--- config.mk ---
export PLATFORM = sky130hd
export DESIGN_NAME = srpg_ctrl
export DESIGN_NICKNAME = d
export VERILOG_FILES = /design/src/rtl/core/srpg_pkg.sv /design/src/rtl/core/srpg_ctrl.sv
export SDC_FILE = /design/constraint.sdc
export NUM_CORES = 1
export LEC_CHECK = 0
export BUFFER_PORTS_ARGS = -buffer_cell sky130_fd_sc_hd__buf_4
export CAP_MARGIN = 20
export CORE_ASPECT_RATIO = 0.9
export CORE_MARGIN = 2
export CORE_UTILIZATION = 50
export CTS_BUF_LIST = sky130_fd_sc_hd__clkbuf_8 sky130_fd_sc_hd__clkbuf_16
export DETAILED_ROUTE_END_ITERATION = 8
export PLACE_DENSITY = 0.74
export SLEW_MARGIN = 20
export SYNTH_ARGS = -nofsm -noshare
export SYNTH_HDL_FRONTEND = slang
export SYNTH_SLANG_ARGS = --single-unit
export TNS_END_PERCENT = 100
--- constraint.sdc ---
create_clock -name clk -period 3.6 [get_ports clk]
set_input_delay 0.54 -clock clk [delete_from_list [all_inputs] [get_ports clk]]
set_output_delay 0.54 -clock clk [all_outputs]
set_load 0.02 [all_outputs]
--- src/rtl/core/srpg_pkg.sv ---
`timescale 1ns / 1ps

package srpg_pkg;

    localparam int ELAPSED_W  = 32;
    localparam int ANGLE_W    = 16;
    localparam int VEL_W      = 16;
    localparam int PULSE_W    = 16;
    localparam int MS_W       = 16;
    localparam int CFG_ADDR_W = 3;
    localparam int CFG_DATA_W = 16;

    // velocity * elapsed
    localparam int PROD_W  = ELAPSED_W + VEL_W;
    // shared signed multiplier
    localparam int MUL_W   = 18;
    localparam int MPROD_W = 2 * MUL_W;
    localparam int CMP_W   = (PROD_W > MPROD_W) ? PROD_W : MPROD_W;
    // both the shift-add multiply and the divider run 16 steps
    localparam int STEPS   = VEL_W;
    localparam int STEP_W  = $clog2(STEPS);

    // floor(x / 1000) = (x * ceil(2^36 / 1000)) >> 36, exact for x < 2^26
    localparam int DIVX_W   = 26;
    localparam int RECIP_W  = 27;
    localparam int RECIP_SH = 36;

    typedef logic signed [ANGLE_W-1:0] angle_t;
    typedef logic        [VEL_W-1:0]   vel_t;
    typedef logic signed [VEL_W-1:0]   vel_in_t;
    typedef logic        [PULSE_W-1:0] pulse_t;
    typedef logic        [MS_W-1:0]    ms_t;

    localparam logic [PULSE_W-1:0] MS_PER_S  = PULSE_W'(1000);
    localparam logic [RECIP_W-1:0] MS_RECIP  = RECIP_W'(68719477);
    localparam vel_t               VEL_FLOOR = VEL_W'(410);

    localparam angle_t MIN_ANGLE_RST = -16'sd6434;
    localparam angle_t MAX_ANGLE_RST = 16'sd6434;
    localparam pulse_t MIN_PULSE_RST = 16'd1000;
    localparam pulse_t MAX_PULSE_RST = 16'd2000;
    localparam vel_t   MAX_VEL_RST   = 16'd4096;
    localparam angle_t HOME_RST      = 16'sd0;

    typedef enum logic [1:0] {
        OP_TICK     = 2'd0,
        OP_TARGET   = 2'd1,
        OP_VELOCITY = 2'd2,
        OP_HOLD     = 2'd3
    } op_t;

    typedef enum logic [CFG_ADDR_W-1:0] {
        CFG_MIN_ANGLE    = 3'd0,
        CFG_MAX_ANGLE    = 3'd1,
        CFG_MIN_PULSE    = 3'd2,
        CFG_MAX_PULSE    = 3'd3,
        CFG_MAX_VELOCITY = 3'd4,
        CFG_HOME_ANGLE   = 3'd5
    } cfg_idx_t;

    typedef struct packed {
        angle_t min_angle;
        angle_t max_angle;
        pulse_t min_pulse;
        pulse_t max_pulse;
        vel_t   max_velocity;
    } cfg_t;

    typedef enum logic [3:0] {
        DP_NONE,
        DP_ACCEPT,
        DP_MUL_INIT,
        DP_MUL_STEP,
        DP_CMP,
        DP_DIV_STEP,
        DP_MOVE,
        DP_MAP_MUL1,
        DP_MAP_MUL2,
        DP_MAP_SUM,
        DP_MAP_FIX,
        DP_MAP_EVAL,
        DP_PULSE,
        DP_RESULT
    } dp_op_t;

    typedef struct packed {
        dp_op_t op;
    } dp_cmd_t;

    typedef struct packed {
        logic snap;
        logic map_special;
    } dp_stat_t;

endpackage

--- src/rtl/core/srpg_ctrl.sv ---
`timescale 1ns / 1ps

module srpg_ctrl (
    input  logic                clk,
    input  logic                rst_n,
    input  logic                req_valid,
    output logic                req_ready,
    input  logic [1:0]          req_op,
    output logic                rsp_valid,
    input  logic                rsp_ready,
    output srpg_pkg::dp_cmd_t   cmd,
    input  srpg_pkg::dp_stat_t  stat
);
    import srpg_pkg::*;

    typedef enum logic [3:0] {
        S_IDLE,
        S_MUL_INIT,
        S_MUL_RUN,
        S_CMP,
        S_DIV_RUN,
        S_MOVE,
        S_MAP_MUL1,
        S_MAP_MUL2,
        S_MAP_SUM,
        S_MAP_FIX,
        S_MAP_EVAL,
        S_PULSE,
        S_DONE
    } state_t;

    state_t              state_reg;
    logic [STEP_W-1:0]   step_reg;
    logic                rsp_valid_reg;
    logic                out_free;

    assign out_free  = !rsp_valid_reg || rsp_ready;
    assign req_ready = (state_reg == S_IDLE);
    assign rsp_valid = rsp_valid_reg;

    always_ff @(posedge clk or negedge rst_n)
    begin
        if (!rst_n)
        begin
            state_reg     <= S_IDLE;
            step_reg      <= '0;
            rsp_valid_reg <= 1'b0;
        end
        else
        begin
            if (state_reg == S_DONE && out_free)
                rsp_valid_reg <= 1'b1;
            else if (rsp_ready)
                rsp_valid_reg <= 1'b0;

            unique case (state_reg)
                S_IDLE:
                begin
                    if (req_valid)
                        state_reg <= (op_t'(req_op) == OP_TICK) ? S_MUL_INIT : S_MAP_MUL1;
                end
                S_MUL_INIT:
                begin
                    step_reg  <= '0;
                    state_reg <= S_MUL_RUN;
                end
                S_MUL_RUN:
                begin
                    step_reg <= step_reg + 1'b1;
                    if (step_reg == STEP_W'(STEPS - 1))
                        state_reg <= S_CMP;
                end
                S_CMP:
                begin
                    step_reg  <= '0;
                    state_reg <= stat.snap ? S_MAP_MUL1 : S_MOVE;
                end
                S_DIV_RUN:
                begin
                    step_reg <= step_reg + 1'b1;
                    if (step_reg == STEP_W'(STEPS - 1))
                        state_reg <= S_PULSE;
                end
                S_MOVE:     state_reg <= S_MAP_MUL1;
                S_MAP_MUL1: state_reg <= S_MAP_MUL2;
                S_MAP_MUL2: state_reg <= S_MAP_SUM;
                S_MAP_SUM:  state_reg <= S_MAP_FIX;
                S_MAP_FIX:  state_reg <= S_MAP_EVAL;
                S_MAP_EVAL:
                begin
                    step_reg  <= '0;
                    state_reg <= stat.map_special ? S_DONE : S_DIV_RUN;
                end
                S_PULSE:    state_reg <= S_DONE;
                S_DONE:
                begin
                    // wait for the output register to drain
                    if (out_free)
                        state_reg <= S_IDLE;
                end
                default:    state_reg <= S_IDLE;
            endcase
        end
    end

    always_comb
    begin
        unique case (state_reg)
            S_IDLE:     cmd.op = req_valid ? DP_ACCEPT : DP_NONE;
            S_MUL_INIT: cmd.op = DP_MUL_INIT;
            S_MUL_RUN:  cmd.op = DP_MUL_STEP;
            S_CMP:      cmd.op = DP_CMP;
            S_DIV_RUN:  cmd.op = DP_DIV_STEP;
            S_MOVE:     cmd.op = DP_MOVE;
            S_MAP_MUL1: cmd.op = DP_MAP_MUL1;
            S_MAP_MUL2: cmd.op = DP_MAP_MUL2;
            S_MAP_SUM:  cmd.op = DP_MAP_SUM;
            S_MAP_FIX:  cmd.op = DP_MAP_FIX;
            S_MAP_EVAL: cmd.op = DP_MAP_EVAL;
            S_PULSE:    cmd.op = DP_PULSE;
            S_DONE:     cmd.op = out_free ? DP_RESULT : DP_NONE;
            default:    cmd.op = DP_NONE;
        endcase
    end

endmodule

==> reports/qor.yml <==
worst-slew-pin-transition_ns: 0.759
power_frac_clock: 0.127
total_power_uw: 902
clock_skew_ns: 0.00868
ir_worst_vdd_mv: 0.600
clk_path_buf_depth: 2
cts_setup_buffers: 0
layout-drive-gt1-share: 0.323
io_buffer_count: 13
cts_buffers: 3
syn-instance-count: 86
cp-end-kind: "primary output"
clk_latency_ns: 0.24
place.gp.congestion: 0.851
sw_frac_of_total: 0.490
p_int_uw: 460
grt_first_pass_wirelength_mm: 2.45
drtAntennaViolNets: 0
power.density_nw_per_um2: 1050
cts_tree: "built"
routed_wl_mm: 1.54
yosys-top-cells-count: "o21ai_0, dfrtp_1, a21oi_1"
slew_violations: 0
synthArstFlopShare: 1.00
synth_nets: 95
reg2reg_depth: 4
min_period_ns: 2.30
path_class: "reg -> out"
hpwl_mm: 1.09
synth_area_leaders: "dfrtp_1, o21ai_0, buf_6"
synth_cell_types: 33
synth_top_area_frac: 0.297
r2r-end: "step_reg[2]"
slew_headroom: 0.494
synth_top_cell_by_area: "dfrtp_1"
htreeDepth: 1
p_seq_frac: 0.315
drtIter0Drc: 17
hold_violations: 0
finalSetupTns_ns: 0
grt_max_degree: 18
vias: 661
fin_cells: 111
root_buffer: "clkbuf_8"
vias_per_cell: 5.95
switchingPower_uw: 442
nets: 106
setup_violations: 0
wire_per_inst_um: 13.9
grt-ovfl-total: 0
fillers: 137
hold_path_class: "in -> async"
ys.flop_type: "dfrtp_1"
dr.pass1.iters: 5
worstSetupStartpointType: "flip-flop"
r2r_setup_slack_ns: 1.77
dieArea_um2: 1840
dpl.cell_count: 107
cp_max_fo: 17
leakage_nw: 0.372
drc_errors: 0
syn-mean-instance-area_um2: 8.82
die_h_um: 40.9
n_antenna_cell: 0
yosysMostFrequentCell: "o21ai_0"
power_frac_comb: 0.557
grt_pass1_vias: 550
core_um2: 1430
maxCapViolations: 0
fmax_ghz: 0.435
cts_resized: 0
grt_setup_unrepaired: "no"
area_growth_pct: 13.4
start_util: 0.530
synth.cell_area_um2: 758
min_period_over_period: 0.638
run_status: "completed"
dieWidth_um: 45.1
clock_sinks: 9
crit_required_ns: 3.06
ys_ff_latch: 9
cts.clk_slew.worst_paths_ns: 0.05
ctsHoldBuffers: 0
reg2reg_from: "state_reg[2]"
whs_ns: 0.117
synth_seq_area_share: 0.297
ios: 14
worstPathArrival_ns: 1.76
row_count: 13
yosys_warnings: 0
final_util: 0.601
synth_edf_count: 0
antenna_found_initial: 0
grtUsageTotal: 0.189
==> critical path, stage by stage, from the launching register on <==
cell and delay (ns):
dfrtp_1 0.79, inv_1 0.24, o21ai_0 0.22, o31ai_1 0.09
buf_4 0.18
==> cell families after synthesis <==
| kind of cell | count (synthesis) | share of synthesized area |
|---|---|---|
| AO/OA/AOI/OAI | 32 | 0.246 |
| AND/OR/NAND/NOR | 32 | 0.274 |
| buffers and inverters | 9 | 0.0891 |
| flip-flops | 9 | 0.297 |
| XOR/XNOR | 2 | 0.0578 |
| multiplexers | 1 | 0.0198 |
| adder cells (fa/ha/maj) | 1 | 0.0165 |
==> final cells by class <==
| class | count | area [um^2] | share of cell area |
|---|---|---|---|
| inverters | 2 | 7.51 | 0.00873 |
| repair buffers | 13 | 97.6 | 0.114 |
| multi-input cells | 68 | 465 | 0.541 |
| flip-flops and latches | 9 | 225 | 0.262 |
| well taps | 15 | 18.8 | 0.0218 |
| clock inverters | 1 | 3.75 | 0.00437 |
| clock buffers | 3 | 41.3 | 0.0480 |
==> per-stage QoR <==
step                      area (um^2)  worst slack [ns]
after floorplan                   758              1.78
after global placement            815              1.59
after detailed placement          815              1.57
after CTS                         860              1.31
after global routing              860              1.15
final                             860              1.30
==> worst max path at each step <==
| stage | startpoint | to | slack [ns] | depth (start not counted) |
|---|---|---|---|---|
| floorplan | state_reg[1] | cmd[3] | 1.78 | 4 |
| global placement | rsp_ready | cmd[2] | 1.59 | 6 |
| detailed placement | state_reg[2] | cmd[3] | 1.57 | 4 |
| CTS | state_reg[2] | cmd[3] | 1.31 | 4 |
| global route | state_reg[2] | cmd[3] | 1.15 | 4 |
| finish | state_reg[2] | cmd[3] | 1.30 | 4 |
==> cells in the final DEF, fill, tap and decap left out, drive strengths merged, types with 2 or more instances in the layout <==
master / n
o21ai: 15
buf: 13
dfrtp: 9
nor2: 8
a21oi: 7
nand3: 5
nand2: 4
nor2b: 3
inv: 3
clkbuf: 3
or2: 3
o211ai: 2
a31oi: 2
nor3b: 2
and3: 2
a31o: 2
==> metal layers <==
metal	track usage	routed length, um	vias to the layer above
met5	0	0	-
met4	0.0662	12	0
met3	0.0705	63	4
met1	0.251	781	309
met2	0.282	686	15
li1	-	-	333
==> power by group through the flow <==
stage               combinational [mW]  sequential, mW  clock [mW]
floorplan                        0.512           0.179           0
global placement                 0.498           0.280           0
detailed placement               0.499           0.281           0
CTS                              0.504           0.280       0.117
global route                     0.555           0.297       0.123
finish                           0.503           0.284       0.115
Note: power is estimated with default switching activity, not from simulation.
