===== src/rtl/core/srpg_pkg.sv =====
`timescale 1ns / 1ps

package srpg_pkg;

    localparam int ELAPSED_W  = 32;
    localparam int ANGLE_W    = 16;
    localparam int VEL_W      = 16;
    localparam int PULSE_W    = 16;
    localparam int MS_W       = 16;
    localparam int CFG_ADDR_W = 3;
    localparam int CFG_DATA_W = 16;

    // velocity * elapsed
    localparam int PROD_W  = ELAPSED_W + VEL_W;
    // shared signed multiplier
    localparam int MUL_W   = 18;
    localparam int MPROD_W = 2 * MUL_W;
    localparam int CMP_W   = (PROD_W > MPROD_W) ? PROD_W : MPROD_W;
    // both the shift-add multiply and the divider run 16 steps
    localparam int STEPS   = VEL_W;
    localparam int STEP_W  = $clog2(STEPS);

    // floor(x / 1000) = (x * ceil(2^36 / 1000)) >> 36, exact for x < 2^26
    localparam int DIVX_W   = 26;
    localparam int RECIP_W  = 27;
    localparam int RECIP_SH = 36;

    typedef logic signed [ANGLE_W-1:0] angle_t;
    typedef logic        [VEL_W-1:0]   vel_t;
    typedef logic signed [VEL_W-1:0]   vel_in_t;
    typedef logic        [PULSE_W-1:0] pulse_t;
    typedef logic        [MS_W-1:0]    ms_t;

    localparam logic [PULSE_W-1:0] MS_PER_S  = PULSE_W'(1000);
    localparam logic [RECIP_W-1:0] MS_RECIP  = RECIP_W'(68719477);
    localparam vel_t               VEL_FLOOR = VEL_W'(410);

    localparam angle_t MIN_ANGLE_RST = -16'sd6434;
    localparam angle_t MAX_ANGLE_RST = 16'sd6434;
    localparam pulse_t MIN_PULSE_RST = 16'd1000;
    localparam pulse_t MAX_PULSE_RST = 16'd2000;
    localparam vel_t   MAX_VEL_RST   = 16'd4096;
    localparam angle_t HOME_RST      = 16'sd0;

    typedef enum logic [1:0] {
        OP_TICK     = 2'd0,
        OP_TARGET   = 2'd1,
        OP_VELOCITY = 2'd2,
        OP_HOLD     = 2'd3
    } op_t;

    typedef enum logic [CFG_ADDR_W-1:0] {
        CFG_MIN_ANGLE    = 3'd0,
        CFG_MAX_ANGLE    = 3'd1,
        CFG_MIN_PULSE    = 3'd2,
        CFG_MAX_PULSE    = 3'd3,
        CFG_MAX_VELOCITY = 3'd4,
        CFG_HOME_ANGLE   = 3'd5
    } cfg_idx_t;

    typedef struct packed {
        angle_t min_angle;
        angle_t max_angle;
        pulse_t min_pulse;
        pulse_t max_pulse;
        vel_t   max_velocity;
    } cfg_t;

    typedef enum logic [3:0] {
        DP_NONE,
        DP_ACCEPT,
        DP_MUL_INIT,
        DP_MUL_STEP,
        DP_CMP,
        DP_DIV_STEP,
        DP_MOVE,
        DP_MAP_MUL1,
        DP_MAP_MUL2,
        DP_MAP_SUM,
        DP_MAP_FIX,
        DP_MAP_EVAL,
        DP_PULSE,
        DP_RESULT
    } dp_op_t;

    typedef struct packed {
        dp_op_t op;
    } dp_cmd_t;

    typedef struct packed {
        logic snap;
        logic map_special;
    } dp_stat_t;

endpackage


===== src/rtl/core/srpg_cfg.sv =====
`timescale 1ns / 1ps

module srpg_cfg (
    input  logic                              clk,
    input  logic                              rst_n,
    input  logic                              cfg_en,
    input  logic [srpg_pkg::CFG_ADDR_W-1:0]   cfg_addr,
    input  logic [srpg_pkg::CFG_DATA_W-1:0]   cfg_data,
    output srpg_pkg::cfg_t                    cfg
);
    import srpg_pkg::*;

    angle_t min_angle_reg;
    angle_t max_angle_reg;
    pulse_t min_pulse_reg;
    pulse_t max_pulse_reg;
    vel_t   max_vel_reg;

    always_ff @(posedge clk or negedge rst_n)
    begin
        if (!rst_n)
        begin
            min_angle_reg <= MIN_ANGLE_RST;
            max_angle_reg <= MAX_ANGLE_RST;
            min_pulse_reg <= MIN_PULSE_RST;
            max_pulse_reg <= MAX_PULSE_RST;
            max_vel_reg   <= MAX_VEL_RST;
        end
        else if (cfg_en)
        begin
            unique case (cfg_idx_t'(cfg_addr))
                CFG_MIN_ANGLE:    min_angle_reg <= ANGLE_W'(cfg_data);
                CFG_MAX_ANGLE:    max_angle_reg <= ANGLE_W'(cfg_data);
                CFG_MIN_PULSE:    min_pulse_reg <= PULSE_W'(cfg_data);
                CFG_MAX_PULSE:    max_pulse_reg <= PULSE_W'(cfg_data);
                CFG_MAX_VELOCITY: max_vel_reg   <= VEL_W'(cfg_data);
                // home angle only acts through reset, where it holds its reset value
                CFG_HOME_ANGLE:   ;
                default:          ;
            endcase
        end
    end

    assign cfg.min_angle    = min_angle_reg;
    assign cfg.max_angle    = max_angle_reg;
    assign cfg.min_pulse    = min_pulse_reg;
    assign cfg.max_pulse    = max_pulse_reg;
    assign cfg.max_velocity = max_vel_reg;

endmodule


===== config.mk =====
export PLATFORM = sky130hd
export DESIGN_NAME = srpg_cfg
export DESIGN_NICKNAME = d
export VERILOG_FILES = /design/src/rtl/core/srpg_pkg.sv /design/src/rtl/core/srpg_cfg.sv
export SDC_FILE = /design/constraint.sdc
export NUM_CORES = 1
export LEC_CHECK = 0
export BUFFER_PORTS_ARGS = -buffer_cell sky130_fd_sc_hd__buf_2
export CAP_MARGIN = 25
export CORE_MARGIN = 2
export CORE_UTILIZATION = 40
export CTS_BUF_LIST = sky130_fd_sc_hd__clkbuf_8
export CTS_CLUSTER_DIAMETER = 200
export DETAILED_ROUTE_END_ITERATION = 6
export GPL_ROUTABILITY_DRIVEN = 0
export PLACE_DENSITY = 0.65
export RECOVER_POWER = 25
export SETUP_SLACK_MARGIN = 0.2
export SLEW_MARGIN = 20
export SYNTH_ARGS = -nofsm -noshare
export SYNTH_HDL_FRONTEND = slang
export SYNTH_SLANG_ARGS = --single-unit
export TNS_END_PERCENT = 30

===== constraint.sdc =====
create_clock -name clk -period 0.95 [get_ports clk]
set_input_delay 0.095 -clock clk [delete_from_list [all_inputs] [get_ports clk]]
set_output_delay 0.095 -clock clk [all_outputs]
set_load 0.02 [all_outputs]

==> out/qor.csv, run 1 <==
metric;value;unit
rrSetupSlack;0.03;ns
synth_top_cell_by_area;dfrtp_1;
fin_setup_tns;-5.12;ns
cp_slowest_cell;dfstp_2;
clock-root-buffer;clkbuf_8;
end_kind;output port;
core.rowCount;32;
nFillCells;564;
cts_tree;done;
relSlewSlack;69.5;%
vias;1919;
whs;0.0345;ns
path_delay_family;flip-flops;
power_frac_comb;33.7;%
grt_max_degree;35;
dr.pass1.iters;3;
synthCells;173;
setup_viol;80;
dp_hpwl;4.45;mm
required;0.85;ns
cts_htree_levels;3;
switching_power;3.40;mW
synth.area.top_cells;dfrtp_1, mux2_2, dfstp_2;
path_clk_slew;0.08;ns
cts_buffer_depth;2;
grt_pass1_wl;10.8;mm
antenna_found_initial;0;
fp.dieH;91.8;µm
core-area;0.00761;mm²
ys_types;10;
ys_seq_area_share;66.0;%
post_drt_via_cell_ratio;4.67;
fmax;0.898;GHz
grt_pass1_vias;2027;
ant_nets;0;
clock_sinks;80;
multi_input_area;0.00107;mm²
worstSetupPathType;reg -> out;
p_per_area;2420;mW/mm²
min_path_cells;2;
synth_nets;195;
min_path_type;in -> reg;
reg2reg_depth;2;
p_seq_share;43.0;%
drt-wirelength-per-cell;16.6;µm
finalHoldViolCount;0;
p_leak;2.16;nW
design.die.area;0.00844;mm²
rsz0062_at_grt;true;
p_sw_share;29.9;%
layout_worst_path_cycle_share;117;%
grt_usage;16.7;%
clk_latency;0.34;ns
port_buffers;101;
cp_max_fo;2;
place_area;0.00392;mm²
drive_above_1_share;82.8;%
routed_wl;6.83;mm
irDropWorstVdd;1.06;mV
final_area;0.00469;mm²
finalPower;11.4;mW
cap_violations;0;
seq_area;0.00204;mm²
r2r_end;min_angle_reg[11];
areaGrowthSynthToFinish;51.9;%
ys_ff_latch;80;
violations;setup timing;
max_stage_delay;0.56;ns
path_cells;buf_6;
antenna_cells;0;
post-route-min-period;1.11;ns
start_kind;flip-flop;
intPower;7.96;mW
initial_core_util;40.6;%
cp_num_buf_inv;1;
cts_inserted_buffers;9;
syn_area;0.00309;mm²
fin_skew;0;ns
die_w;91.8;µm
hold_start;cfg_data[15];
synth_top_area_share;41.3;%
route.detailed.drc;0;
io_pins;102;
drtIter0Drc;41;
hold_end;max_pulse_reg[15];
overflow;0;
slew_viol_final;0;
yosysWarnings;0;
tightest_slew;0.457;ns
crit_arrival;1.02;ns
fin_nets;326;
setup_slack;-0.164;ns
postSynthAreaPerCell;17.8;µm²
utilization;61.6;%
status;finished, violations left;
rr_startpoint;min_angle_reg[11];
pwr-share-clk;23.3;%
[power by group through the flow]
stage	clock [mW]	combinational [mW]	sequential, mW
2_1_floorplan	0	0.824	5.74
3_3_place_gp	0	2.88	4.76
3_5_place_dp	0	2.92	4.79
4_1_cts	2.73	3.57	4.85
5_1_grt	2.88	4.03	4.97
6_report	2.65	3.83	4.88
[routing by layer]
layer	global-route usage (%)	vias to the layer above	routed length, µm
met5	0	-	0
met4	7.46	0	102
met3	5.34	9	519
met2	24.4	78	3150
met1	22.8	952	3060
li1	-	880	-
[cells in the mapped netlist (all sizes together)]
library cell   n
nor4bb         1
nand4b         1
nor4b          1
buf            8
mux2          80
dfrtp         51
dfstp         29
and4bb         2
[what timing repair did]
action,in CTS,in global routing
hold buffers,1,0
resized for setup,108,37
endpoints found under the setup margin,153,158
endpoints found under the hold margin,55,0
pin swaps,4,4
setup buffers,7,7
[cell type report]
| class | instances | area share, % |
|---|---|---|
| Sequential cell | 80 | 43.5 |
| Timing Repair Buffer | 128 | 26.4 |
| Multi-Input combinational cell | 85 | 22.9 |
| Tap cell | 102 | 2.72 |
| Clock buffer | 9 | 2.64 |
| Clock inverter | 7 | 1.87 |
[layout by cell type (no fill, tap or decap)]
cell            n
dfrtp_1        51
nor4bb_4        1
buf_4          17
dfstp_2        29
and4bb_2        1
buf_6          65
nand4b_2        1
bufinv_16       2
mux2_4         21
inv_1           1
buf_2          33
buf_12          7
nor4b_4         1
clkinv_2        3
and4bb_4        1
buf_8           4
clkinv_4        1
mux2_2         59
clkbuf_8        9
dlygate4sd3_1   1
clkbuf_2        1
[cells by family after synthesis]
| group | Yosys count | synth area share (%) |
|---|---|---|
| AND/OR/NAND/NOR | 5 | 2.39 |
| flip-flops | 80 | 66.0 |
| multiplexers | 80 | 29.2 |
| buffers and inverters | 8 | 2.39 |
[metrics by stage]
step	cells	worst slack, ns
after global placement	380	-0.309
after CTS	404	-0.187
after detailed placement	380	-0.333
final	411	-0.164
after floorplan	173	-0.208
after global routing	411	-0.199
[worst max path at each step]
| stage | from | endpoint | slack [ns] | cells past startpoint |
|---|---|---|---|---|
| floorplan | cfg_addr[2] | min_angle_reg[0] | -0.21 | 3 |
| global placement | cfg_addr[1] | max_vel_reg[4] | -0.31 | 4 |
| detailed placement | cfg_addr[1] | max_vel_reg[15] | -0.33 | 4 |
| CTS | max_angle_reg[8] | cfg[56] | -0.19 | 1 |
| global route | max_angle_reg[8] | cfg[56] | -0.20 | 1 |
| finish | max_angle_reg[8] | cfg[56] | -0.16 | 1 |
Power figures use the tool's default switching activity.
==> run 2: changes to the inputs <==
--- a/config.mk
+++ b/config.mk
@@ -13,7 +13,7 @@
 export CTS_CLUSTER_DIAMETER = 200
 export DETAILED_ROUTE_END_ITERATION = 6
 export GPL_ROUTABILITY_DRIVEN = 0
-export PLACE_DENSITY = 0.65
+export PLACE_DENSITY = 0.66
 export RECOVER_POWER = 25
 export SETUP_SLACK_MARGIN = 0.2
 export SLEW_MARGIN = 20
==> out/qor.csv, run 2 (same netlist as run 1, synthesis figures left out) <==
metric;value;unit;change
grt_max_degree;36;;+2.9%
final_area;0.00464;mm²;-1.1%
required;0.85;ns;about the same
top_layer;met4;;
fp.dieH;91.8;µm;unchanged
design.die.area;0.00844;mm²;unchanged
drtIter0Drc;39;;-4.9%
port_buffers;101;;unchanged
grt_pass1_vias;2034;;+0.35%
layout.cells.non_filler;410;;-0.24%
start_kind;flip-flop;;
rsz0062_at_grt;true;;
fin_setup_tns;-5.79;ns;-0.663 ns
initial_core_util;40.6;%;unchanged
layout_worst_path_cycle_share;117;%;-0.21 points
slew_viol_final;0;;unchanged
cts_inserted_buffers;9;;unchanged
cts_htree_levels;3;;unchanged
vias;1964;;+2.3%
dr.pass1.iters;3;;unchanged
core-area;0.00761;mm²;unchanged
p_leak;2.13;nW;-1.4%
overflow;0;;unchanged
clock_sinks;80;;unchanged
path_delay_family;flip-flops;;
crit_arrival;1.02;ns;about the same
cap_violations;0;;unchanged
clock-root-buffer;clkbuf_8;;
post-route-min-period;1.11;ns;-0.00204 ns
setup_slack;-0.162;ns;+0.00204 ns
drt-wirelength-per-cell;16.5;µm;-0.75%
die_w;91.8;µm;unchanged
place_area;0.00389;mm²;-0.70%
power_frac_comb;33.1;%;-0.6 points
fin_skew;0;ns;unchanged
intPower;7.92;mW;-0.52%
mostFrequentLayoutCells;buf_6, mux2_2, dfrtp_1, buf_2, dfstp_2;;
violations;setup timing;;
max_stage_delay;0.55;ns;about the same
tightest_slew;0.398;ns;-0.0596 ns
setup_viol;80;;unchanged
p_seq_share;43.0;%;about the same
path_cells;buf_6;;
p_per_area;2440;mW/mm²;+0.93%
dp_cells;378;;-0.53%
place_ws;-0.344;ns;-0.0113 ns
grt_usage;16.4;%;-0.23 points
grt_pass1_wl;10.6;mm;-1.0%
route.met3.wl;480;µm;-7.5%
core.rowCount;32;;unchanged
ant_nets;0;;unchanged
dp_hpwl;4.52;mm;+1.6%
irDropWorstVdd;1.20;mV;+13%
status;finished, violations left;;
cts_tree;done;;
end_kind;output port;;
cp_max_fo;2;;unchanged
fin_nets;325;;-0.31%
fmax;0.899;GHz;+0.18%
finalHoldViolCount;0;;unchanged
clk_latency;0.34;ns;about the same
route.detailed.drc;0;;unchanged
cts_buffer_depth;2;;unchanged
drt-met1-wl;3.18;mm;+3.9%
areaGrowthSynthToFinish;50.3;%;
cp_num_buf_inv;1;;unchanged
io_pins;102;;unchanged
cp_slowest_cell;dfstp_2;;
layout_commonest_cell;buf_6;;
wl_met2;3.05;mm;-3.1%
antenna_cells;0;;unchanged
switching_power;3.42;mW;+0.75%
drive_above_1_share;82.8;%;about the same
path_clk_slew;0.08;ns;about the same
p_sw_share;30.2;%;+0.27 points
relSlewSlack;73.5;%;+4.0 points
routed_wl;6.76;mm;-1.0%
antenna_found_initial;0;;unchanged
worstSetupPathType;reg -> out;;
finalPower;11.3;mW;-0.14%
post_drt_via_cell_ratio;4.79;;+2.6%
pwr-share-clk;24.0;%;+0.7 points
min_path_type;in -> reg;;
run 2: layout make-up:
type / count / area, µm²
clock inverter: 7 / 97.6
multi-input combinational: 85 / 1060
tap: 102 / 128
timing repair buffer: 127 / 1190
clock buffer: 9 / 124
fill: 605 / 2970
sequential: 80 / 2040
run 2: path summary, 6_finish.rpt:
check | startpoint | to | slack (ns) | cells after the start
min | cfg_data[2] | max_vel_reg[2] | 0.03 | 2
max | min_angle_reg[10] | cfg[74] | -0.16 | 1
min in group asynchronous | rst_n | min_pulse_reg[12] | 0.20 | 2
max reg2reg | max_vel_reg[5] | max_vel_reg[5] | 0.03 | 2
max in group asynchronous | rst_n | min_pulse_reg[5] | 0.07 | 3
min reg2reg | max_pulse_reg[14] | max_pulse_reg[14] | 0.50 | 1
run 2: metal layers:
layer / GRT usage (%) / up-vias
li1: - / 874
met1: 23.2 / 1006
met2: 23.4 / 79
met3: 6.08 / 5
met4: 5.60 / 0
met5: 0 / -
run 2: power by group through the flow:
stage               logic (mW)  clock network [mW]  registers [mW]
floorplan                0.824                   0            5.74
global placement          2.86                   0            4.77
detailed placement        2.90                   0            4.80
CTS                       3.52                2.81            4.85
global route              3.95                2.96            4.97
finish                    3.75                2.72            4.87
run 2: stage by stage:
stage / hold slack [ns] / utilization (%)
final: 0.0272 / 61.0
after CTS: 0.00824 / 59.2
after global routing: 0.0120 / 61.0
after detailed placement: -0.0283 / 51.1
after floorplan: -0.201 / -
after global placement: -0.0298 / 51.1
run 2: repair_timing:
item / in CTS / in global routing
endpoints found under the hold margin: 54 / 0
setup buffers: 8 / 7
pin swaps: 4 / 4
hold buffers: 1 / 0
gates resized for setup: 101 / 33
setup endpoints to repair: 146 / 156
